===== config.mk =====
export PLATFORM = sky130hd
export DESIGN_NAME = rounded_window_pixel_shader_top
export DESIGN_NICKNAME = d
export VERILOG_FILES = /design/src/sv/rwps_pkg.sv /design/src/sv/rounded_window_pixel_shader_top.sv
export SDC_FILE = /design/constraint.sdc
export NUM_CORES = 1
export LEC_CHECK = 0
export ABC_AREA = 0
export BUFFER_PORTS_ARGS = -buffer_cell sky130_fd_sc_hd__buf_4
export CAP_MARGIN = 20
export CORE_MARGIN = 3
export CORE_UTILIZATION = 50
export DETAILED_ROUTE_END_ITERATION = 7
export PLACE_DENSITY_LB_ADDON = 0.2
export SYNTH_ARGS = -nofsm -noshare
export SYNTH_HDL_FRONTEND = slang
export SYNTH_SLANG_ARGS = --single-unit

===== constraint.sdc =====
create_clock -name clk -period 6.1 [get_ports clk]
set_input_delay 1.22 -clock clk [delete_from_list [all_inputs] [get_ports clk]]
set_output_delay 1.22 -clock clk [all_outputs]
set_load 0.01 [all_outputs]

===== src/sv/rwps_pkg.sv =====
`timescale 1ns / 1ps
// ----------------------------------------------------------------------------
// rwps_pkg
// Shared types and constants for the rounded window pixel shader: the
// configuration register map and the field widths.
// ----------------------------------------------------------------------------
package rwps_pkg;

    // Field widths.
    localparam int COORD_W  = 12;
    localparam int RADIUS_W = 11;
    localparam int COLOR_W  = 32;
    localparam int CFG_IDX_W = 3;

    // Configuration register map.
    typedef enum logic [CFG_IDX_W-1:0] {
        REG_WIN_LEFT      = 3'd0,
        REG_WIN_TOP       = 3'd1,
        REG_WIN_WIDTH     = 3'd2,
        REG_WIN_HEIGHT    = 3'd3,
        REG_CORNER_RADIUS = 3'd4,
        REG_FILL_COLOR    = 3'd5,
        REG_EDGE_COLOR    = 3'd6
    } cfg_reg_t;

    typedef logic [COORD_W-1:0]  coord_t;
    typedef logic [RADIUS_W-1:0] radius_t;
    typedef logic [COLOR_W-1:0]  color_t;

endpackage


===== src/sv/rounded_window_pixel_shader_top.sv =====
`timescale 1ns / 1ps
// ----------------------------------------------------------------------------
// rounded_window_pixel_shader_top
// Decides for each pixel whether one rounded-corner window covers it and
// returns the edge or fill color, through a four-stage pipeline.
// ----------------------------------------------------------------------------
// Pipeline: a pixel accepted with start moves through the stage 1, stage 2,
// stage 3 and stage 4 registers; its result is then on the outputs for one
// cycle, with done high.
// Throughput: one pixel per clock; busy is always low, since every stage
// advances on every cycle and the receiver cannot stall.
// Reset: rst_n clears all configuration registers to zero and empties the
// pipeline; no result strobe follows reset until a pixel is accepted.
module rounded_window_pixel_shader_top #(
    parameter int SCREEN_WIDTH  = 1920,
    parameter int SCREEN_HEIGHT = 1200
) (
    input  logic                           clk,
    input  logic                           rst_n,
    // Pixel command channel.
    input  logic                           start,
    output logic                           busy,
    input  logic [rwps_pkg::COORD_W-1:0]   pixel_x,
    input  logic [rwps_pkg::COORD_W-1:0]   pixel_y,
    // Result channel.
    output logic                           done,
    output logic                           covered,
    output logic [rwps_pkg::COLOR_W-1:0]   pixel_color,
    // Configuration write port.
    input  logic                           cfg_we,
    input  logic [rwps_pkg::CFG_IDX_W-1:0] cfg_index,
    input  logic [rwps_pkg::COLOR_W-1:0]   cfg_data
);

    localparam logic [rwps_pkg::COORD_W:0] SCR_W = (rwps_pkg::COORD_W+1)'(SCREEN_WIDTH);
    localparam logic [rwps_pkg::COORD_W:0] SCR_H = (rwps_pkg::COORD_W+1)'(SCREEN_HEIGHT);
    localparam int PROD_W = 2 * rwps_pkg::RADIUS_W;

    // ------------------------------------------------------------------
    // Configuration registers.
    // ------------------------------------------------------------------
    rwps_pkg::coord_t  win_left_reg;
    rwps_pkg::coord_t  win_top_reg;
    rwps_pkg::coord_t  win_width_reg;
    rwps_pkg::coord_t  win_height_reg;
    rwps_pkg::radius_t corner_radius_reg;
    rwps_pkg::color_t  fill_color_reg;
    rwps_pkg::color_t  edge_color_reg;

    // A write transfer updates the addressed register; unused indexes are ignored.
    always_ff @(posedge clk or negedge rst_n)
    begin
        if (!rst_n)
        begin
            win_left_reg      <= '0;
            win_top_reg       <= '0;
            win_width_reg     <= '0;
            win_height_reg    <= '0;
            corner_radius_reg <= '0;
            fill_color_reg    <= '0;
            edge_color_reg    <= '0;
        end
        else if (cfg_we)
        begin
            unique case (rwps_pkg::cfg_reg_t'(cfg_index))
                rwps_pkg::REG_WIN_LEFT:      win_left_reg      <= cfg_data[rwps_pkg::COORD_W-1:0];
                rwps_pkg::REG_WIN_TOP:       win_top_reg       <= cfg_data[rwps_pkg::COORD_W-1:0];
                rwps_pkg::REG_WIN_WIDTH:     win_width_reg     <= cfg_data[rwps_pkg::COORD_W-1:0];
                rwps_pkg::REG_WIN_HEIGHT:    win_height_reg    <= cfg_data[rwps_pkg::COORD_W-1:0];
                rwps_pkg::REG_CORNER_RADIUS: corner_radius_reg <= cfg_data[rwps_pkg::RADIUS_W-1:0];
                rwps_pkg::REG_FILL_COLOR:    fill_color_reg    <= cfg_data;
                rwps_pkg::REG_EDGE_COLOR:    edge_color_reg    <= cfg_data;
                default:
                begin
                end
            endcase
        end
    end

    // The pipeline never holds off a new pixel.
    assign busy = 1'b0;

    // ------------------------------------------------------------------
    // Stage 1: window offsets, bounds checks and clamped radius.
    // ------------------------------------------------------------------
    logic              s1_valid_reg;
    logic              s1_valid_next;
    logic              s1_inb_reg;
    logic              s1_inb_next;
    rwps_pkg::coord_t  s1_u_reg;
    rwps_pkg::coord_t  s1_u_next;
    rwps_pkg::coord_t  s1_v_reg;
    rwps_pkg::coord_t  s1_v_next;
    rwps_pkg::radius_t s1_r_reg;
    rwps_pkg::radius_t s1_r_next;

    rwps_pkg::radius_t half_w;
    rwps_pkg::radius_t half_h;
    rwps_pkg::radius_t r_clamp_w;

    // Clamp the radius to half the width, then to half the height.
    always_comb
    begin
        half_w    = win_width_reg[rwps_pkg::COORD_W-1:1];
        half_h    = win_height_reg[rwps_pkg::COORD_W-1:1];
        r_clamp_w = (corner_radius_reg > half_w) ? half_w : corner_radius_reg;
        s1_r_next = (r_clamp_w > half_h) ? half_h : r_clamp_w;
    end

    // The pixel must be on screen, right of and below the window origin,
    // and the window must be wider and taller than two pixels.
    always_comb
    begin
        s1_valid_next = start && !busy;
        s1_u_next     = pixel_x - win_left_reg;
        s1_v_next     = pixel_y - win_top_reg;
        s1_inb_next   = (win_width_reg > rwps_pkg::COORD_W'(2))
                     && (win_height_reg > rwps_pkg::COORD_W'(2))
                     && ({1'b0, pixel_x} < SCR_W)
                     && ({1'b0, pixel_y} < SCR_H)
                     && (pixel_x >= win_left_reg)
                     && (pixel_y >= win_top_reg);
    end

    always_ff @(posedge clk or negedge rst_n)
    begin
        if (!rst_n)
        begin
            s1_valid_reg <= 1'b0;
        end
        else
        begin
            s1_valid_reg <= s1_valid_next;
        end
    end

    always_ff @(posedge clk)
    begin
        s1_inb_reg <= s1_inb_next;
        s1_u_reg   <= s1_u_next;
        s1_v_reg   <= s1_v_next;
        s1_r_reg   <= s1_r_next;
    end

    // ------------------------------------------------------------------
    // Stage 2: region classification and corner offsets.
    // ------------------------------------------------------------------
    logic              s2_valid_reg;
    logic              s2_in_reg;
    logic              s2_in_next;
    logic              s2_sq_edge_reg;
    logic              s2_sq_edge_next;
    logic              s2_r0_reg;
    logic              s2_r0_next;
    logic              s2_xo_reg;
    logic              s2_xo_next;
    logic              s2_yo_reg;
    logic              s2_yo_next;
    rwps_pkg::radius_t s2_dx_reg;
    rwps_pkg::radius_t s2_dx_next;
    rwps_pkg::radius_t s2_dy_reg;
    rwps_pkg::radius_t s2_dy_next;
    rwps_pkg::radius_t s2_r_reg;

    rwps_pkg::coord_t  r_wide;
    rwps_pkg::coord_t  w_last;
    rwps_pkg::coord_t  h_last;
    rwps_pkg::coord_t  i_off;
    rwps_pkg::coord_t  j_off;

    // Square-corner edge test, edge band membership, and distance of the
    // pixel from the inner corner of its corner square.
    always_comb
    begin
        r_wide     = rwps_pkg::COORD_W'(s1_r_reg);
        w_last     = win_width_reg - rwps_pkg::COORD_W'(1);
        h_last     = win_height_reg - rwps_pkg::COORD_W'(1);
        s2_in_next = s1_inb_reg && (s1_u_reg < win_width_reg) && (s1_v_reg < win_height_reg);
        s2_r0_next = (s1_r_reg == '0);
        s2_sq_edge_next = (s1_u_reg == '0) || (s1_v_reg == '0)
                       || (s1_u_reg == w_last) || (s1_v_reg == h_last);
        s2_xo_next = (s1_u_reg < r_wide) || (s1_u_reg >= (win_width_reg - r_wide));
        s2_yo_next = (s1_v_reg < r_wide) || (s1_v_reg >= (win_height_reg - r_wide));
        i_off      = (s1_u_reg < r_wide) ? s1_u_reg : (w_last - s1_u_reg);
        j_off      = (s1_v_reg < r_wide) ? s1_v_reg : (h_last - s1_v_reg);
        s2_dx_next = s1_r_reg - rwps_pkg::RADIUS_W'(1) - i_off[rwps_pkg::RADIUS_W-1:0];
        s2_dy_next = s1_r_reg - rwps_pkg::RADIUS_W'(1) - j_off[rwps_pkg::RADIUS_W-1:0];
    end

    always_ff @(posedge clk or negedge rst_n)
    begin
        if (!rst_n)
        begin
            s2_valid_reg <= 1'b0;
        end
        else
        begin
            s2_valid_reg <= s1_valid_reg;
        end
    end

    always_ff @(posedge clk)
    begin
        s2_in_reg      <= s2_in_next;
        s2_sq_edge_reg <= s2_sq_edge_next;
        s2_r0_reg      <= s2_r0_next;
        s2_xo_reg      <= s2_xo_next;
        s2_yo_reg      <= s2_yo_next;
        s2_dx_reg      <= s2_dx_next;
        s2_dy_reg      <= s2_dy_next;
        s2_r_reg       <= s1_r_reg;
    end

    // ------------------------------------------------------------------
    // Stage 3: squares of the corner offsets and of the radius.
    // ------------------------------------------------------------------
    logic                s3_valid_reg;
    logic                s3_in_reg;
    logic                s3_sq_edge_reg;
    logic                s3_r0_reg;
    logic                s3_xo_reg;
    logic                s3_yo_reg;
    logic [PROD_W-1:0]   s3_dx2_reg;
    logic [PROD_W-1:0]   s3_dx2_next;
    logic [PROD_W-1:0]   s3_dy2_reg;
    logic [PROD_W-1:0]   s3_dy2_next;
    logic [PROD_W-1:0]   s3_rr_reg;
    logic [PROD_W-1:0]   s3_rr_next;

    always_comb
    begin
        s3_dx2_next = PROD_W'(s2_dx_reg) * PROD_W'(s2_dx_reg);
        s3_dy2_next = PROD_W'(s2_dy_reg) * PROD_W'(s2_dy_reg);
        s3_rr_next  = PROD_W'(s2_r_reg) * PROD_W'(s2_r_reg);
    end

    always_ff @(posedge clk or negedge rst_n)
    begin
        if (!rst_n)
        begin
            s3_valid_reg <= 1'b0;
        end
        else
        begin
            s3_valid_reg <= s2_valid_reg;
        end
    end

    always_ff @(posedge clk)
    begin
        s3_in_reg      <= s2_in_reg;
        s3_sq_edge_reg <= s2_sq_edge_reg;
        s3_r0_reg      <= s2_r0_reg;
        s3_xo_reg      <= s2_xo_reg;
        s3_yo_reg      <= s2_yo_reg;
        s3_dx2_reg     <= s3_dx2_next;
        s3_dy2_reg     <= s3_dy2_next;
        s3_rr_reg      <= s3_rr_next;
    end

    // ------------------------------------------------------------------
    // Stage 4: corner distance compare and color selection.
    // ------------------------------------------------------------------
    logic              done_reg;
    logic              covered_reg;
    logic              covered_next;
    rwps_pkg::color_t  pixel_color_reg;
    rwps_pkg::color_t  pixel_color_next;

    logic [PROD_W:0]   dist2;
    logic              use_edge;

    // Pick edge or fill color; uncovered pixels report zero.
    always_comb
    begin
        dist2 = {1'b0, s3_dx2_reg} + {1'b0, s3_dy2_reg};
        if (s3_r0_reg)
        begin
            use_edge = s3_sq_edge_reg;
        end
        else if (s3_xo_reg && s3_yo_reg)
        begin
            use_edge = (dist2 >= {1'b0, s3_rr_reg});
        end
        else
        begin
            use_edge = s3_xo_reg || s3_yo_reg;
        end
        covered_next     = s3_in_reg;
        pixel_color_next = !s3_in_reg ? '0 : (use_edge ? edge_color_reg : fill_color_reg);
    end

    always_ff @(posedge clk or negedge rst_n)
    begin
        if (!rst_n)
        begin
            done_reg <= 1'b0;
        end
        else
        begin
            done_reg <= s3_valid_reg;
        end
    end

    always_ff @(posedge clk)
    begin
        covered_reg     <= covered_next;
        pixel_color_reg <= pixel_color_next;
    end

    assign done        = done_reg;
    assign covered     = covered_reg;
    assign pixel_color = pixel_color_reg;

endmodule


==> results of run 1 <==
cell type report:
cell class,instances,area (um^2),share of cell area (%)
Clock buffer,52,1050,3.56
Clock inverter,14,238,0.804
Inverter,454,1700,5.76
Multi-Input combinational cell,2031,18100,61.4
Sequential cell,302,6680,22.6
Tap cell,688,861,2.91
Timing Repair Buffer,116,875,2.96
cells in the mapped netlist (5+ instances only):
| master | count |
|---|---|
| and3_1 | 13 |
| nor4_1 | 13 |
| o221ai_1 | 10 |
| inv_1 | 454 |
| xor2_1 | 45 |
| o31ai_1 | 10 |
| nor2b_1 | 41 |
| a41oi_1 | 5 |
| mux2i_1 | 37 |
| dfxtp_1 | 175 |
| o21ai_0 | 114 |
| nand4_1 | 31 |
| ha_1 | 378 |
| a21boi_0 | 10 |
| nand3_1 | 30 |
| nor2_1 | 94 |
| nand2_1 | 256 |
| nand2b_1 | 24 |
| a31oi_1 | 14 |
| a211o_1 | 7 |
| nor3_1 | 62 |
| or3_1 | 10 |
| nand4b_1 | 5 |
| xnor2_1 | 133 |
| o21a_1 | 24 |
| clkbuf_1 | 63 |
| a2111oi_0 | 6 |
| o21bai_1 | 21 |
| and2_1 | 87 |
| fa_1 | 200 |
| mux2_2 | 103 |
| o211ai_1 | 9 |
| a21o_1 | 51 |
| a21oi_1 | 114 |
| dfrtp_1 | 127 |
| a211oi_1 | 11 |
through the flow:
stage / hold WS [ns] / cell area, um^2 / instances / setup WS [ns] / utilization, %
3_5_place_dp: 0.314 / 28300 / 3590 / 0.579 / 53.5
3_3_place_gp: 0.312 / 28300 / 3590 / 0.728 / 53.5
6_report: 0.325 / 29600 / 3657 / 0.536 / 55.9
4_1_cts: 0.327 / 29600 / 3656 / 0.559 / 55.9
5_1_grt: 0.337 / 29600 / 3657 / 0.195 / 55.9
2_1_floorplan: 0.310 / 26800 / 2858 / 0.958 / -
worst register-to-register path: cells and delay by family, from the launching register on:
kind                     cells  cell delay (ns)
AO/OA/AOI/OAI                2             0.40
XOR/XNOR                     1             0.16
adder cells (fa/ha/maj)      6             2.76
buffers and inverters        4             0.27
flip-flops                   1             0.61
AND/OR/NAND/NOR              6             1.28
cells in the final DEF (no fill, tap or decap), types with 61 or more instances in the layout:
cell and count:
nor2_1 94, nor3_1 61, xnor2_1 133, a21oi_1 114
ha_1 378, fa_1 200, mux2_2 103, dfrtp_1 127
buf_4 115, and2_1 87, inv_1 454, o21ai_0 114
dfxtp_1 174, nand2_1 256
path summary, 6_finish.rpt:
| kind | start | end | cells past startpoint |
|---|---|---|---|
| min in group asynchronous | rst_n | fill_color_reg[15] | 1 |
| hold / removal | s2_sq_edge_reg | s3_sq_edge_reg | 0 |
| max in group asynchronous | rst_n | corner_radius_reg[2] | 2 |
| setup / recovery | s2_dx_reg[2] | s3_dx2_reg[21] | 19 |
| hold reg to reg | s2_sq_edge_reg | s3_sq_edge_reg | 0 |
| setup reg to reg | s2_dx_reg[2] | s3_dx2_reg[21] | 19 |
routing by layer:
metal	GRT usage (%)	vias to the layer above	part of all wire, %	routed length, um
li1	-	9676	-	-
met1	28.5	9512	43	27400
met2	40.6	390	49	30900
met3	3.02	125	3.7	2310
met4	8.87	0	3.9	2440
met5	0	-	0	0
kinds of logic after synthesis:
group / count (synthesis) / synth area share (%)
other: 1 / 0.0140
DFF: 302 / 24.9
and+or+nand+nor: 689 / 12.6
muxes: 140 / 5.70
buffers and inverters: 525 / 7.55
xor gates and xnor gates: 178 / 5.81
adders and majority gates: 578 / 32.5
AOI/OAI and AO/OA: 445 / 10.9
==> impl_metrics.yaml, run 1 <==
status:
  outcome: "complete, no violations"
finish:
  syn2layout_area_growth_pct: 10.2
  nets: 3583
  fillers: 4721
  drive_above_1_share_pct: 10.3
  diodes: 0
logic_synthesis:
  ys_seq_elements: 302
  synth_edf_count: 0
  syn_nets: 3499
  yosys_warnings: 0
  ys_seq_area_share_pct: 24.9
  synth.distinct_cells: 78
  netlist.area_leader.share_pct: 17.6
  syn-instance-count: 2858
  yosys.area.top_type: "ha_1"
  synthFlopType: "dfxtp_1"
  async_reset_ff_share_pct: 42.1
  synth_area_mm2: 0.0268
  synth.avg_cell_area_um2: 9.39
  synth.area.top_cells: "ha_1 18%, fa_1 15%, dfxtp_1 13%"
sta:
  period_share_pct: 91.2
  finClkSkew_ns: 0.0127
  hold_viol: 0
  rsz0062_at_grt: "no"
  fin_crit_ns: 5.56
  setup_tns_ns: 0
  maxSlewViolCount: 0
  fmax_ghz: 0.180
  tightest_slew_ns: 0.885
  setup_violations: 0
  slew_headroom_pct: 41.0
clock_tree:
  clk_latency_ns: 0.55
  htreeDepth: 2
  postCtsSetupBuffers: 0
  cts_tree: "built"
  cts_buffer_depth: 3
  ctsResizeCount: 0
  numClockSinks: 302
  cts-hold-fix-buffers: 0
  cts_made_buffers: 37
  root_buffer: "clkbuf_16"
  cts.clk_slew.worst_paths_ns: 0.06
route:
  wl_um: 63000
  wl_per_cell_um: 17.2
  drtPass1Iterations: 5
  vias_per_cell: 5.39
  drt-initial-drc-count: 1057
  drc: 0
  vias: 19700
  ant_nets: 0
placed_design:
  io_buffers: 96
  post-dp-hpwl_um: 51100
  gp_congestion: 0.916
critical_path:
  crit_buf_inv: 4
  r2r_slack_ns: 0.54
  crit_chain: "and2_1, inv_1, fa_1, inv_1, fa_1, fa_1, fa_1, inv_1, fa_1, inv_1, ha_1, nand3_1, nor2_1, a21boi_0, o21ai_0, nand4_1, and3_1, or3_1, xor2_1"
  crit_slowest_cell: "dfxtp_1"
  crit_path_max_incr_delay_ns: 0.61
  cp-start-kind: "flop"
  crit_arrival_ns: 6.00
  end_kind: "flop"
  crit_top_cell: "fa_1"
  worst-setup-path-type: "flop to flop"
  crit_family: "adder cells"
  cp_max_fo: 13
  crit_required_ns: 6.54
floorplan:
  dieWidth_um: 238
  pin_count: 98
  die_h_um: 238
  die_area_mm2: 0.0565
  core_mm2: 0.0529
  rows: 84
  start_util_pct: 50.8
flow_run:
  cap_violations: 0
global_route:
  grt_overflow_total: 0
  grt_pass1_wl_um: 105000
  grt_pass1_vias: 21000
  grt_max_degree: 70
  groute.usage.overall_pct: 22.9
  antenna_found_initial: 0
min_path:
  holdCritPathClass: "flop to flop"
Power of run 1 is left out: the tool's default activity adds up to more than one toggle a clock period on the data nets, which glitch-free logic cannot reach.
==> run 2, diff against run 1 <==
--- a/config.mk
+++ b/config.mk
@@ -9,4 +9,5 @@
 export BUFFER_PORTS_ARGS = -buffer_cell sky130_fd_sc_hd__buf_4
 export CAP_MARGIN = 20
+export CORE_ASPECT_RATIO = 1.75
 export CORE_MARGIN = 3
 export CORE_UTILIZATION = 50
==> constraint.sdc (replaced) <==
create_clock -name clk -period 6.1 [get_ports clk]
set_input_delay 1.22 -clock clk [delete_from_list [all_inputs] [get_ports clk]]
set_output_delay 1.22 -clock clk [all_outputs]
set_load 0.02 [all_outputs]
==> run 2 against run 1 <==
  * Final area is 0.66% lower
  * Non-clock buffer count is 8 higher
  * Wire length is 13% higher
  * Count of clock-buffer cells in the layout is 14 lower
  * Utilization is 0.27 points lower
  * Via count is 2.5% higher
  * Maximum frequency is 1.3% lower
  * Register-to-register slack worse by 0.08 ns
  * Critical path type unchanged
==> impl_metrics.yaml, run 2 (synthesized netlist as in run 1, its figures left out) <==
placed_design:
  gp_congestion: 0.950
  post-dp-hpwl_um: 58800
  place_area_mm2: 0.0283
  io_buffers: 96
finish:
  nets: 3584
  drive_above_1_share_pct: 10.3
  post-route-util_pct: 55.6
  layout_commonest_cell: "inv_1"
  syn2layout_area_growth_pct: 9.43
  final_area_mm2: 0.0294
  final_cell_mix: "454 x inv_1, 378 x ha_1, 256 x nand2_1"
  diodes: 0
floorplan:
  start_util_pct: 50.9
  rows: 111
  core_mm2: 0.0528
  pin_count: 98
  dieWidth_um: 181
  die_area_mm2: 0.0566
  die_h_um: 312
sta:
  fmax_ghz: 0.177
  setup_tns_ns: 0
  finClkSkew_ns: 0.0215
  hold_viol: 0
  rsz0062_at_grt: "no"
  tightest_slew_ns: 1.20
  slew_headroom_pct: 19.5
  fin_crit_ns: 5.64
  period_share_pct: 92.4
  setup_violations: 0
  maxSlewViolCount: 0
critical_path:
  crit_arrival_ns: 6.10
  r2r_slack_ns: 0.46
  r2r_end: "s3_dx2_reg[21]"
  regToRegStartpoint: "s2_dx_reg[4]"
  rr_worst_depth: 20
  cp-start-kind: "flop"
  end_kind: "flop"
  worst-setup-path-type: "flop to flop"
  cp_max_fo: 10
  crit_required_ns: 6.57
clock_tree:
  root_buffer: "clkbuf_16"
  numClockSinks: 302
  htreeDepth: 1
  ctsResizeCount: 0
  clk_latency_ns: 0.59
  cts_buffer_depth: 3
  cts_made_buffers: 30
  cts.clk_slew.worst_paths_ns: 0.06
  cts-hold-fix-buffers: 0
  postCtsSetupBuffers: 0
  cts_tree: "built"
min_path:
  holdPathEnd: "s3_r0_reg"
  hp-start: "s2_r0_reg"
  holdCritPathClass: "flop to flop"
  min_path_cells: 0
global_route:
  grt_overflow_total: 0
  grt_pass1_vias: 21800
  antenna_found_initial: 0
  grt_pass1_wl_um: 113000
  grt_max_degree: 74
  groute.usage.overall_pct: 25.0
route:
  wl_per_cell_um: 19.5
  drt-initial-drc-count: 629
  wl_um: 70900
  vias: 20200
  vias_per_cell: 5.54
  drc: 0
  ant_nets: 0
  drtPass1Iterations: 4
status:
  outcome: "complete, no violations"
flow_run:
  cap_violations: 0
[run 2: changes by cell type in the layout (fill, tap and decap cells not counted), moves of 2 or more]
| cell | delta |
|---|---|
| bufinv_16 | -2 |
| buf_4 | +7 |
| clkbuf_16 | -7 |
| clkinvlp_4 | -2 |
| clkinv_4 | +3 |
| clkbuf_8 | -2 |
| inv_6 | +2 |
| clkinv_1 | +3 |
| clkbuf_1 | -5 |
[run 2: layer usage]
metal | track usage (%) | part of all wire (%) | up-vias
met5 | 0 | 0 | -
li1 | - | - | 9671
met2 | 51.0 | 57 | 454
met4 | 17.1 | 8.3 | 0
met3 | 2.59 | 3.1 | 212
met1 | 22.2 | 32 | 9863
[run 2: worst max path at each step]
stage / end / start / slack [ns]
global placement: s3_dx2_reg[21] / s2_dx_reg[4] / 0.62
detailed placement: s3_dx2_reg[21] / s2_dx_reg[4] / 0.49
finish: s3_dx2_reg[21] / s2_dx_reg[4] / 0.46
CTS: s3_dx2_reg[21] / s2_dx_reg[4] / 0.47
global route: s3_dx2_reg[21] / s2_dx_reg[4] / 0.15
floorplan: s3_dx2_reg[21] / s2_dx_reg[8] / 0.96
[run 2: worst max-delay path: stages (launching register included)]
cell      delay (ns)
dfxtp_1         0.52
inv_1           0.16
nor2_1          0.23
inv_1           0.08
fa_1            0.47
fa_1            0.42
inv_1           0.08
fa_1            0.45
fa_1            0.55
inv_1           0.06
fa_1            0.59
inv_1           0.07
ha_1            0.33
nand3_1         0.19
nor2_1          0.13
a21boi_0        0.08
o21ai_0         0.27
nand4_1         0.15
and3_1          0.16
or3_1           0.37
xor2_1          0.16
[run 2: area by class of cell]
class / instances / area (um^2)
sequential: 302 / 6680
fill: 4800 / 23400
clock buffer: 38 / 832
timing repair buffer: 124 / 947
clock inverter: 17 / 204
multi-input combinational: 2031 / 18100
inverter: 454 / 1700
tap: 678 / 848
[run 2: stage by stage]
step | instances | worst slack [ns] | hold slack, ns
global route | 3644 | 0.149 | 0.329
detailed placement | 3588 | 0.494 | 0.313
global placement | 3587 | 0.622 | 0.316
CTS | 3643 | 0.467 | 0.323
finish | 3644 | 0.461 | 0.318
floorplan | 2858 | 0.958 | 0.310
Power of run 2 is left out for the same reason.
==> run 3, diff against run 2 <==
Settings changed: CAP_MARGIN 20 to default, CELL_PAD_IN_SITES_DETAIL_PLACEMENT from default to 0, CELL_PAD_IN_SITES_GLOBAL_PLACEMENT from default to 1.
==> run 3 against run 2 <==
  * Maximum frequency up 1.1%
  * Global-route usage up 0.82 points
  * Count of clock-buffer cells in the layout up 3
  * First-iteration DRC count down 4.6%
  * Wire length up 2.2%
  * Sequential cell count unchanged
  * Highest routed layer unchanged
==> impl_metrics.yaml, run 3 (synthesized netlist as in run 1, its figures left out) <==
status:
  outcome: "complete, no violations"
sta:
  setup_violations: 0
  setup_tns_ns: 0
  period_share_pct: 91.5
  slew_headroom_pct: 11.7
  fmax_ghz: 0.179
  fin_crit_ns: 5.58
  hold_viol: 0
  rsz0062_at_grt: "no"
  finClkSkew_ns: 0.0276
  tightest_slew_ns: 1.31
  maxSlewViolCount: 0
clock_tree:
  cts_made_buffers: 31
  ctsResizeCount: 0
  root_buffer: "clkbuf_16"
  postCtsSetupBuffers: 0
  htreeDepth: 1
  cts.clk_slew.worst_paths_ns: 0.07
  cts_buffer_depth: 3
  cts_tree: "built"
  cts-hold-fix-buffers: 0
  clk_latency_ns: 0.63
  numClockSinks: 302
global_route:
  groute.usage.overall_pct: 25.9
  grt_overflow_total: 0
  grt_max_degree: 66
  grt_pass1_vias: 21900
  grt_pass1_wl_um: 116000
  antenna_found_initial: 1
critical_path:
  cp_max_fo: 13
  crit_arrival_ns: 6.07
  end_kind: "flop"
  worst-setup-path-type: "flop to flop"
  crit_required_ns: 6.59
  cp-start-kind: "flop"
route:
  drt-initial-drc-count: 600
  drtPass1Iterations: 5
  ant_nets: 0
  wl_per_cell_um: 19.9
  route.met2.wl_um: 40300
  wl_um: 72500
  dr.max_layer_used: "met4"
  wl_met1_um: 23000
  vias_per_cell: 5.49
  drc: 0
  wl_met3_um: 2350
  vias: 20000
floorplan:
  core_mm2: 0.0528
  rows: 111
  start_util_pct: 50.9
  pin_count: 98
  die_area_mm2: 0.0566
  die_h_um: 312
  dieWidth_um: 181
finish:
  layout_commonest_cell: "inv_1"
  nets: 3584
  final_cell_mix: "454 x inv_1, 378 x ha_1, 256 x nand2_1"
  drive_above_1_share_pct: 10.3
  syn2layout_area_growth_pct: 9.29
  fillers: 4899
  diodes: 0
placed_design:
  post-dp-hpwl_um: 60000
  io_buffers: 96
  gp_congestion: 0.924
flow_run:
  cap_violations: 0
min_path:
  holdCritPathClass: "flop to flop"
==> run 3: cell count changes in the layout (fill, tap and decap cells not counted) <==
cell | before | now
buf_4 | 122 | 123
clkinv_8 | 1 | 0
inv_8 | 2 | 0
buf_6 | 1 | 0
clkinv_1 | 3 | 1
clkbuf_8 | 3 | 1
buf_12 | 1 | 0
clkinv_2 | 1 | 5
inv_16 | 0 | 1
clkbuf_1 | 4 | 9
==> run 3: area by class of cell <==
class                      count  area (um^2)  share of cell area [%]
clock buffer                  41          823                    2.81
tap                          678          848                    2.89
inverter                     454         1700                    5.81
sequential                   302         6680                    22.8
timing repair buffer         123          923                    3.15
clock inverter                17          198                   0.674
multi-input combinational   2031        18100                    61.9
==> run 3: metrics by stage <==
stage / cells / utilization, % / setup WS (ns) / instance area (um^2) / hold WS, ns
floorplan: 2858 / - / 0.958 / 26800 / 0.310
CTS: 3646 / 55.6 / 0.506 / 29300 / 0.333
detailed placement: 3588 / 53.6 / 0.541 / 28300 / 0.314
global route: 3646 / 55.6 / 0.146 / 29300 / 0.339
global placement: 3588 / 53.6 / 0.652 / 28300 / 0.315
finish: 3646 / 55.6 / 0.521 / 29300 / 0.334
==> run 3: worst paths after layout <==
path,end,slack (ns),depth (start not counted),start
worst min-delay path,covered_next,0.33,0,s2_in_reg
worst min register to register,covered_next,0.33,0,s2_in_reg
min in group asynchronous,edge_color_reg[27],0.60,1,rst_n
worst max-delay path,s3_dx2_reg[21],0.52,19,s2_dx_reg[2]
worst max register to register,s3_dx2_reg[21],0.52,19,s2_dx_reg[2]
max in group asynchronous,fill_color_reg[15],4.27,2,rst_n
==> run 3: worst max-delay path: stages, from the launching register on <==
cell and delay (ns):
dfxtp_1 0.63, and2_1 0.27, inv_1 0.08, fa_1 0.42
inv_1 0.09, fa_1 0.45, fa_1 0.52, fa_1 0.54
inv_1 0.05, fa_1 0.52, inv_1 0.04, ha_1 0.32
nand3_1 0.17, nor2_1 0.12, a21boi_0 0.11, o21ai_0 0.29
nand4_1 0.15, and3_1 0.16, or3_1 0.37, xor2_1 0.15
==> run 3: routing by layer <==
metal | track usage, % | vias to the layer above
li1 | - | 9662
met1 | 23.2 | 9740
met2 | 51.1 | 389
met3 | 3.11 | 215
met4 | 19.9 | 0
met5 | 0 | -
Power of run 3 is left out for the same reason.
